--- src/hw/rtl/bresenham_line_rasterizer_defines.svh ---
// ----------------------------------------------------------------------------
// Line rasterizer assertion macros
// Shared property wrappers used by the rasterizer RTL.
// ----------------------------------------------------------------------------
`ifndef BRESENHAM_LINE_RASTERIZER_DEFINES_SVH
`define BRESENHAM_LINE_RASTERIZER_DEFINES_SVH

// Same-cycle implication, checked on every clock edge outside reset.
`define BLR_ASSERT_IMPLY(label, clk, rst, ante, cons, msg) \
   label: assert property (@(posedge clk) disable iff (rst) (ante) |-> (cons)) \
      else $error(msg);

// Next-cycle implication, checked on every clock edge outside reset.
`define BLR_ASSERT_NEXT(label, clk, rst, ante, cons, msg) \
   label: assert property (@(posedge clk) disable iff (rst) (ante) |=> (cons)) \
      else $error(msg);

`endif

--- src/hw/rtl/blr_pkg.sv ---
// ----------------------------------------------------------------------------
// Line rasterizer package
// Widths, beat types, sequencer states and the difference unit result.
// ----------------------------------------------------------------------------
package blr_pkg;

   localparam int COORD_BITS = 6;
   localparam int ATTR_BITS  = 8;
   // The error stays within (-major_delta, minor_delta], two bits of headroom.
   localparam int ERR_BITS   = COORD_BITS + 2;
   localparam int ERR_EXT    = ERR_BITS - COORD_BITS;

   typedef logic [COORD_BITS-1:0] coord_type;
   typedef logic [ATTR_BITS-1:0]  attr_type;
   typedef logic signed [ERR_BITS-1:0] err_type;

   typedef struct packed {
      coord_type start_x;
      coord_type start_y;
      coord_type end_x;
      coord_type end_y;
      attr_type  line_color;
      attr_type  line_glyph;
   } req_type;

   typedef struct packed {
      coord_type pixel_x;
      coord_type pixel_y;
      attr_type  pixel_color;
      attr_type  pixel_glyph;
      logic      last_pixel;
   } rsp_type;

   typedef struct packed {
      coord_type diff;
      logic      a_gt_b;
      logic      a_lt_b;
   } absdiff_type;

   typedef enum logic [2:0] {
      ST_IDLE,
      ST_DX,
      ST_DY,
      ST_ORDER,
      ST_MINOR,
      ST_WALK
   } state_type;

endpackage

--- src/hw/rtl/blr_absdiff.sv ---
// ----------------------------------------------------------------------------
// Line rasterizer absolute difference unit
// Magnitude of a - b together with the ordering of the two operands.
// ----------------------------------------------------------------------------
module blr_absdiff
   import blr_pkg::*;
(
   input  coord_type   a,
   input  coord_type   b,
   output absdiff_type res
);

   logic gt;

   assign gt         = a > b;
   assign res.a_gt_b = gt;
   assign res.a_lt_b = a < b;
   assign res.diff   = gt ? (a - b) : (b - a);

endmodule

--- src/hw/rtl/bresenham_line_rasterizer.sv ---
// ----------------------------------------------------------------------------
// Bresenham line rasterizer
// Turns one line command into its pixels, one result beat per pixel.
// ----------------------------------------------------------------------------
//
//   channel   direction   handshake             payload
//   req       in          req_valid/req_stall   req_type  (endpoints, color, glyph)
//   rsp       out         rsp_valid/rsp_stall   rsp_type  (pixel, color, glyph, last)
//
// A line is taken in with its command, then goes through four setup steps in
// the shared absolute difference unit (|dx|, |dy| and axis choice, endpoint
// order, minor delta), then gives one pixel per cycle unless rsp stalls.
// A new command is taken only when the previous line's walk has finished.
// Reset is synchronous and returns the sequencer to idle with no beat pending.
// A stall on rsp holds the walk; the last pixel may wait while setup of the
// next line goes on.
//
`include "bresenham_line_rasterizer_defines.svh"

module bresenham_line_rasterizer
   import blr_pkg::*;
(
   input  logic    clock,
   input  logic    reset,
   input  logic    req_valid,
   output logic    req_stall,
   input  req_type req_data,
   output logic    rsp_valid,
   input  logic    rsp_stall,
   output rsp_type rsp_data
);

   state_type   state_ff, state_in;
   req_type     cmd_ff, cmd_in;
   coord_type   dx_ff, dx_in;
   coord_type   major_pos_ff, major_pos_in;
   coord_type   major_end_ff, major_end_in;
   coord_type   minor_pos_ff, minor_pos_in;
   coord_type   minor_end_ff, minor_end_in;
   coord_type   major_delta_ff, major_delta_in;
   coord_type   minor_delta_ff, minor_delta_in;
   logic        minor_down_ff, minor_down_in;
   logic        steep_ff, steep_in;
   err_type     err_ff, err_in;
   logic        out_valid_ff, out_valid_in;
   rsp_type     out_ff, out_in;

   coord_type   unit_a, unit_b;
   absdiff_type unit_res;
   logic        accept;
   logic        load;
   logic        last;
   logic        steep_now;
   err_type     err_sum;

   blr_absdiff u_absdiff (
      .a   (unit_a),
      .b   (unit_b),
      .res (unit_res)
   );

   // Next state.
   always_comb begin
      state_in = state_ff;
      case (state_ff)
         ST_IDLE:  if (req_valid) state_in = ST_DX;
         ST_DX:    state_in = ST_DY;
         ST_DY:    state_in = ST_ORDER;
         ST_ORDER: state_in = ST_MINOR;
         ST_MINOR: state_in = ST_WALK;
         ST_WALK:  if (load && last) state_in = ST_IDLE;
         default:  state_in = ST_IDLE;
      endcase
   end

   // Sequencer outputs: handshake and operand selection for the shared unit.
   always_comb begin
      req_stall = 1'b1;
      load      = 1'b0;
      unit_a    = major_pos_ff;
      unit_b    = major_end_ff;
      case (state_ff)
         ST_IDLE: begin
            req_stall = 1'b0;
         end
         ST_DX: begin
            unit_a = cmd_ff.start_x;
            unit_b = cmd_ff.end_x;
         end
         ST_DY: begin
            unit_a = cmd_ff.start_y;
            unit_b = cmd_ff.end_y;
         end
         ST_ORDER: begin
            unit_a = major_pos_ff;
            unit_b = major_end_ff;
         end
         ST_MINOR: begin
            unit_a = minor_pos_ff;
            unit_b = minor_end_ff;
         end
         ST_WALK: begin
            load = !out_valid_ff || !rsp_stall;
         end
         default: begin
            req_stall = 1'b1;
         end
      endcase
   end

   assign accept    = req_valid && !req_stall;
   assign last      = major_pos_ff == major_end_ff;
   assign steep_now = unit_res.diff > dx_ff;
   assign err_sum   = err_ff + $signed({{ERR_EXT{1'b0}}, minor_delta_ff});

   // Datapath.
   always_comb begin
      cmd_in         = cmd_ff;
      dx_in          = dx_ff;
      major_pos_in   = major_pos_ff;
      major_end_in   = major_end_ff;
      minor_pos_in   = minor_pos_ff;
      minor_end_in   = minor_end_ff;
      major_delta_in = major_delta_ff;
      minor_delta_in = minor_delta_ff;
      minor_down_in  = minor_down_ff;
      steep_in       = steep_ff;
      err_in         = err_ff;
      out_in         = out_ff;
      out_valid_in   = out_valid_ff && rsp_stall;

      if (accept) begin
         cmd_in = req_data;
      end

      case (state_ff)
         ST_DX: begin
            dx_in = unit_res.diff;
         end
         ST_DY: begin
            // A diagonal tie stays on the x axis.
            steep_in = steep_now;
            if (steep_now) begin
               major_pos_in = cmd_ff.start_y;
               major_end_in = cmd_ff.end_y;
               minor_pos_in = cmd_ff.start_x;
               minor_end_in = cmd_ff.end_x;
            end else begin
               major_pos_in = cmd_ff.start_x;
               major_end_in = cmd_ff.end_x;
               minor_pos_in = cmd_ff.start_y;
               minor_end_in = cmd_ff.end_y;
            end
         end
         ST_ORDER: begin
            major_delta_in = unit_res.diff;
            if (unit_res.a_gt_b) begin
               major_pos_in = major_end_ff;
               major_end_in = major_pos_ff;
               minor_pos_in = minor_end_ff;
               minor_end_in = minor_pos_ff;
            end
         end
         ST_MINOR: begin
            minor_delta_in = unit_res.diff;
            minor_down_in  = !unit_res.a_lt_b;
            err_in         = '0 - $signed({{ERR_EXT{1'b0}}, major_delta_ff >> 1});
         end
         ST_WALK: begin
            if (load) begin
               out_valid_in       = 1'b1;
               out_in.pixel_x     = steep_ff ? minor_pos_ff : major_pos_ff;
               out_in.pixel_y     = steep_ff ? major_pos_ff : minor_pos_ff;
               out_in.pixel_color = cmd_ff.line_color;
               out_in.pixel_glyph = cmd_ff.line_glyph;
               out_in.last_pixel  = last;
               if (err_sum > $signed({ERR_BITS{1'b0}})) begin
                  minor_pos_in = minor_down_ff ? (minor_pos_ff - 1'b1)
                                               : (minor_pos_ff + 1'b1);
                  err_in = err_sum - $signed({{ERR_EXT{1'b0}}, major_delta_ff});
               end else begin
                  err_in = err_sum;
               end
               if (!last) begin
                  major_pos_in = major_pos_ff + 1'b1;
               end
            end
         end
         default: begin
            err_in = err_ff;
         end
      endcase
   end

   always_ff @(posedge clock) begin
      if (reset) begin
         state_ff     <= ST_IDLE;
         out_valid_ff <= 1'b0;
      end else begin
         state_ff     <= state_in;
         out_valid_ff <= out_valid_in;
      end
   end

   always_ff @(posedge clock) begin
      cmd_ff         <= cmd_in;
      dx_ff          <= dx_in;
      major_pos_ff   <= major_pos_in;
      major_end_ff   <= major_end_in;
      minor_pos_ff   <= minor_pos_in;
      minor_end_ff   <= minor_end_in;
      major_delta_ff <= major_delta_in;
      minor_delta_ff <= minor_delta_in;
      minor_down_ff  <= minor_down_in;
      steep_ff       <= steep_in;
      err_ff         <= err_in;
      out_ff         <= out_in;
   end

   assign rsp_valid = out_valid_ff;
   assign rsp_data  = out_ff;

   `BLR_ASSERT_NEXT(a_accept_starts_setup, clock, reset, accept, state_ff == ST_DX, "accepted command did not start setup")
   `BLR_ASSERT_IMPLY(a_walk_within_end, clock, reset, state_ff == ST_WALK, major_pos_ff <= major_end_ff, "major position ran past the line end")
   `BLR_ASSERT_IMPLY(a_err_not_positive, clock, reset, state_ff == ST_WALK, err_ff <= $signed({ERR_BITS{1'b0}}), "error term positive during walk")
   `BLR_ASSERT_IMPLY(a_minor_delta_bounded, clock, reset, state_ff == ST_WALK, minor_delta_ff <= major_delta_ff, "minor delta exceeds major delta")
   `BLR_ASSERT_NEXT(a_last_ends_walk, clock, reset, state_ff == ST_WALK && load && last, state_ff == ST_IDLE, "walk went on past the last pixel")

endmodule
--- config.mk ---
export PLATFORM = sky130hd
export DESIGN_NAME = bresenham_line_rasterizer
export DESIGN_NICKNAME = d
export VERILOG_FILES = /design/src/hw/rtl/blr_pkg.sv /design/src/hw/rtl/blr_absdiff.sv /design/src/hw/rtl/bresenham_line_rasterizer.sv
export VERILOG_INCLUDE_DIRS = /design/src /design/src/hw/rtl
export SDC_FILE = /design/constraint.sdc
export NUM_CORES = 1
export LEC_CHECK = 0
export BUFFER_PORTS_ARGS = -buffer_cell sky130_fd_sc_hd__buf_4
export CAP_MARGIN = 25
export CORE_AREA = 2 2 139 87
export CTS_CLUSTER_DIAMETER = 120
export CTS_CLUSTER_SIZE = 25
export DETAILED_ROUTE_END_ITERATION = 10
export DIE_AREA = 0 0 141 89
export PLACE_DENSITY = 0.81
export SETUP_SLACK_MARGIN = 0.1
export SLEW_MARGIN = 20
export SYNTH_ARGS = -nofsm -noshare
export SYNTH_HDL_FRONTEND = slang
export SYNTH_SLANG_ARGS = --single-unit
--- constraint.sdc ---
create_clock -name clock -period 14.24 [get_ports clock]
set_input_delay 2.848 -clock clock [delete_from_list [all_inputs] [get_ports clock]]
set_output_delay 2.848 -clock clock [all_outputs]
set_load 0.05 [all_outputs]
==> tab_implementation.tex <==
\begin{tabular}{lr}
\hline
Metric & Value \\
\hline
\multicolumn{2}{l}{\textbf{Run status}} \\
Outcome & complete, no violations \\
\multicolumn{2}{l}{\textbf{Synth}} \\
Sequential element share of the synthesized area & 0.552 \\
Yosys reg bits & between 100 and 150 \\
Combined area of all synthesized cells & 6730 um\^{}2 \\
Syn avg cell area & 12.5 um\^{}2 \\
Post-synthesis cell type with the largest combined area & sky130\_fd\_sc\_hd\_\_edfxtp\_1 \\
Cell count after synthesis & about 540 \\
Yosys top cell area share & 0.540 \\
Biggest area contributors in the synthesized netlist & sky130\_fd\_sc\_hd\_\_edfxtp\_1 54\%, sky130\_fd\_sc\_hd\_\_ha\_1 6.5\%, sky130\_fd\_sc\_hd\_\_mux2i\_1 4.0\% \\
Synth Flop Type & sky130\_fd\_sc\_hd\_\_edfxtp\_1 \\
Post-synth EDFFs & 121 \\
Net count of the mapped netlist & between 600 and 700 \\
Distinct cell type count after synthesis & between 50 and 60 \\
Count of synthesis-stage warnings from yosys & 0 \\
Asr flop ratio synth & 0 \\
\multicolumn{2}{l}{\textbf{Global routing}} \\
Pin count of the biggest net entering global routing & 44 \\
Overall fraction of global-route tracks in use & 0.283 \\
Via count of the first global-routing pass & roughly 4.7k \\
Remaining global-route overflow & 0 \\
Antenna violations before repair & 0 \\
Global-route wire length before repair & $\sim$26 mm \\
\multicolumn{2}{l}{\textbf{Critical path}} \\
Kind of critical path & reg -> reg \\
Critical path peak fanout & 25 \\
R2r endpoint & major\_pos\_ff[3] \\
Data required time at the worst endpoint & between 10000 and 15000 ps \\
Internal reg-to-reg setup slack & $\sim$7700 ps \\
Data arrival, critical path & roughly 6600 ps \\
Launching point of the worst reg2reg path & state\_ff[0] \\
CP endpoint kind & flop \\
Element type at the critical path start & flop \\
R2R depth & 21 \\
\multicolumn{2}{l}{\textbf{Final layout}} \\
Layout area overhead & 20.1\% \\
Fill cell instance count of the final layout & between 700 and 800 \\
Fraction of layout instances using a drive strength above 1 & 0.229 \\
Final design area excluding fillers & between 8000 and 9000 um\^{}2 \\
Antenna cells & 0 \\
Number of nets at the end of the flow & 700 \\
Combined area of the multi-input logic cells & between 2000 and 3000 um\^{}2 \\
Sequential Area & 3710 um\^{}2 \\
\multicolumn{2}{l}{\textbf{Detailed routing}} \\
DRC violation count after routing & 0 \\
DRT Pass-1 Iters & 6 \\
Routed vias & about 5.1k \\
ANT nets after route & 0 \\
Total routed wirelength & 17.4 mm \\
Routed WL per cell & around 22 um \\
Post-detailed-route via-to-cell ratio & roughly 6.6 \\
Starting DRT DRC Count & 597 \\
\multicolumn{2}{l}{\textbf{STA}} \\
Max-slew violation count & 0 \\
Final hold violation count & 0 \\
Setup Total Neg Slack & 0 ps \\
Portion of the clock cycle consumed by the worst path in the final layout & 0.459 \\
Peak clock frequency supported by timing & 153 MHz \\
Unrepaired setup endpoints after global routing & false \\
Post-layout minimum cycle time & around 6500 ps \\
Final hold slack & between 400 and 500 ps \\
Setup violators final & 0 \\
Headroom to the max-slew limit & 0.356 \\
Setup Skew & roughly 6.4 ps \\
Worst-Margin Slew & between 900 and 1000 ps \\
\multicolumn{2}{l}{\textbf{Min path}} \\
Beginning of the worst hold path & cmd\_ff[4] \\
Cell count of the worst hold path & 0 \\
Classification of the worst-slack hold path & reg -> reg \\
Destination of the worst hold path & rsp\_data[5] \\
\multicolumn{2}{l}{\textbf{Floorplanning}} \\
Core Rows & 30 \\
Vertical extent of the die & 89 um \\
Chip Width & 141 um \\
Std-Cell Core Area & between 10000 and 15000 um\^{}2 \\
Starting utilization of the core area & 0.604 \\
Number of ports placed on the die boundary & 75 \\
Full die area & 12500 um\^{}2 \\
\multicolumn{2}{l}{\textbf{Placed design}} \\
Last weighted congestion value of the routability-driven placer & $\sim$0.96 \\
Placed Area & approximately 7400 um\^{}2 \\
Total half-perimeter wirelength after legalization and detailed placement & approximately 12 mm \\
Port-buffer cells & 74 \\
\multicolumn{2}{l}{\textbf{CTS}} \\
Clock tree from TritonCTS & built \\
Hold\_buf cts & 0 \\
Count of cells resized by post-cts repair & 0 \\
CTS Root Cell & sky130\_fd\_sc\_hd\_\_clkbuf\_16 \\
Max clock buf depth & 2 \\
Number of clock sinks seen by CTS & around 130 \\
Clock transition at the registers of the reported paths & around 60 ps \\
Clock network latency to the later pin of the worst-skew pair & about 420 ps \\
Clock H-tree levels & 4 \\
Setup repair bufs after CTS & 0 \\
Number of buffers inserted during clock tree synthesis & 17 \\
\multicolumn{2}{l}{\textbf{Pwr}} \\
Leakage dissipation & around 3 nW \\
Maximum resistive drop on vdd & 131 uV \\
Cell area power density & around 210 nW/um\^{}2 \\
Total power of the final layout & between 1.5 and 2 mW \\
\multicolumn{2}{l}{\textbf{Job}} \\
Count of max-cap constraint violations & 0 \\
\hline
\end{tabular}
## placed cells by master (no fill, tap or decap), drive strengths merged, types with 21 or more instances in the layout
master	n
inv	23
nand2	28
mux2i	27
buf	84
ha	35
edfxtp	121
a22oi	21
o21ai	37
nor2	31
a21oi	23
## where the power goes
group / switching [mW] / internal [mW] / total (mW)
registers: 0.0555 / 0.511 / 0.566
logic: 0.381 / 0.291 / 0.672
clock network: 0.165 / 0.274 / 0.439
## how the worst max path moves through the flow
stage / start / to / cells past startpoint
2_1_floorplan: state_ff[0] / minor_end_ff[0] / 20
3_3_place_gp: state_ff[0] / major_pos_ff[5] / 21
3_5_place_dp: state_ff[0] / major_pos_ff[3] / 21
4_1_cts: state_ff[0] / major_pos_ff[3] / 21
5_1_grt: state_ff[0] / major_pos_ff[3] / 21
6_report: state_ff[0] / major_pos_ff[3] / 21
## cell type report
cell class,count,share of cell area
multi-input combinational,366,0.352
clock inverter,14,0.0210
clock buffer,17,0.0526
tap,144,0.0223
timing repair buffer,85,0.0831
sequential,125,0.459
inverter,21,0.00975
## critical path, stage by stage, from the launching register on
cell and delay, ps:
sky130_fd_sc_hd__dfxtp_1 510, sky130_fd_sc_hd__inv_1 200, sky130_fd_sc_hd__nor2_1 650, sky130_fd_sc_hd__nor2_1 150, sky130_fd_sc_hd__nor2_1 120, sky130_fd_sc_hd__nor2_1 130, sky130_fd_sc_hd__buf_4 230, sky130_fd_sc_hd__a221oi_1 460
sky130_fd_sc_hd__ha_1 340, sky130_fd_sc_hd__and4_1 200, sky130_fd_sc_hd__a31oi_1 210, sky130_fd_sc_hd__o31a_1 390, sky130_fd_sc_hd__mux2i_1 270, sky130_fd_sc_hd__mux2_2 350, sky130_fd_sc_hd__nor3b_1 420, sky130_fd_sc_hd__ha_1 340
sky130_fd_sc_hd__a21oi_1 150, sky130_fd_sc_hd__o21ai_0 130, sky130_fd_sc_hd__o2bb2ai_2 120, sky130_fd_sc_hd__buf_4 400, sky130_fd_sc_hd__mux2i_1 280, sky130_fd_sc_hd__o21ai_0 140
## metal layers
layer | global-route usage | vias to the layer above | routed length, um | part of all wire
met5 | 0 | - | 0 | 0
met4 | 0.0882 | 0 | 185 | 0.011
met3 | 0.112 | 24 | 2530 | 0.15
met2 | 0.394 | 357 | 7330 | 0.42
met1 | 0.411 | 2449 | 7300 | 0.42
li1 | - | 2256 | - | -
## sequential cells by signal, summed over array words and instances (netlist names)
| signal | flops |
|---|---|
| cmd_ff | 40 |
| major_pos_ff | 6 |
| state_ff | 3 |
| err_ff | 8 |
| dx_ff | 6 |
| major_end_ff | 6 |
| minor_pos_ff | 6 |
| rsp_valid | 1 |
| major_delta_ff | 6 |
| rsp_data | 29 |
| minor_delta_ff | 6 |
| steep_ff | 1 |
| minor_end_ff | 6 |
| minor_down_ff | 1 |
## stage by stage
stage / util / setup WS [ps] / cells
finish: 0.725 / 7710 / 772
detailed placement: 0.666 / 7930 / 737
floorplan: - / 8950 / 539
global route: 0.725 / 7340 / 772
CTS: 0.720 / 7900 / 768
global placement: 0.665 / 8220 / 736
## kinds of logic (layout without fill, tap and decap cells)
group / after synthesis / count (layout) / share of synthesized area
muxes: 42 / 42 / 0.0652
adders and majority gates: 40 / 40 / 0.0799
DFF: 125 / 125 / 0.552
buffers and inverters: 48 / 137 / 0.0314
and+or+nand+nor: 110 / 110 / 0.0807
xor gates and xnor gates: 28 / 28 / 0.0364
AOI/OAI and AO/OA: 146 / 146 / 0.155
## cell usage after synthesis (all sizes together) (3+ instances only)
| library cell | count |
|---|---|
| mux2 | 15 |
| a21o | 7 |
| o21ai | 37 |
| a221o | 11 |
| o211ai | 7 |
| xnor2 | 18 |
| nor2 | 31 |
| a22oi | 21 |
| nor3b | 3 |
| nor3 | 7 |
| nand3 | 10 |
| o31ai | 4 |
| a31oi | 3 |
| nand4 | 4 |
| inv | 21 |
| ha | 35 |
| edfxtp | 121 |
| nand2 | 28 |
| buf | 9 |
| or3 | 3 |
| mux2i | 27 |
| nand2b | 8 |
| clkbuf | 18 |
| a21oi | 23 |
| dfxtp | 4 |
| fa | 5 |
| a211oi | 3 |
| o311a | 3 |
| nor2b | 4 |
| a221oi | 11 |
| o221ai | 5 |
| xor2 | 10 |
(Power assumes the default switching activity.)
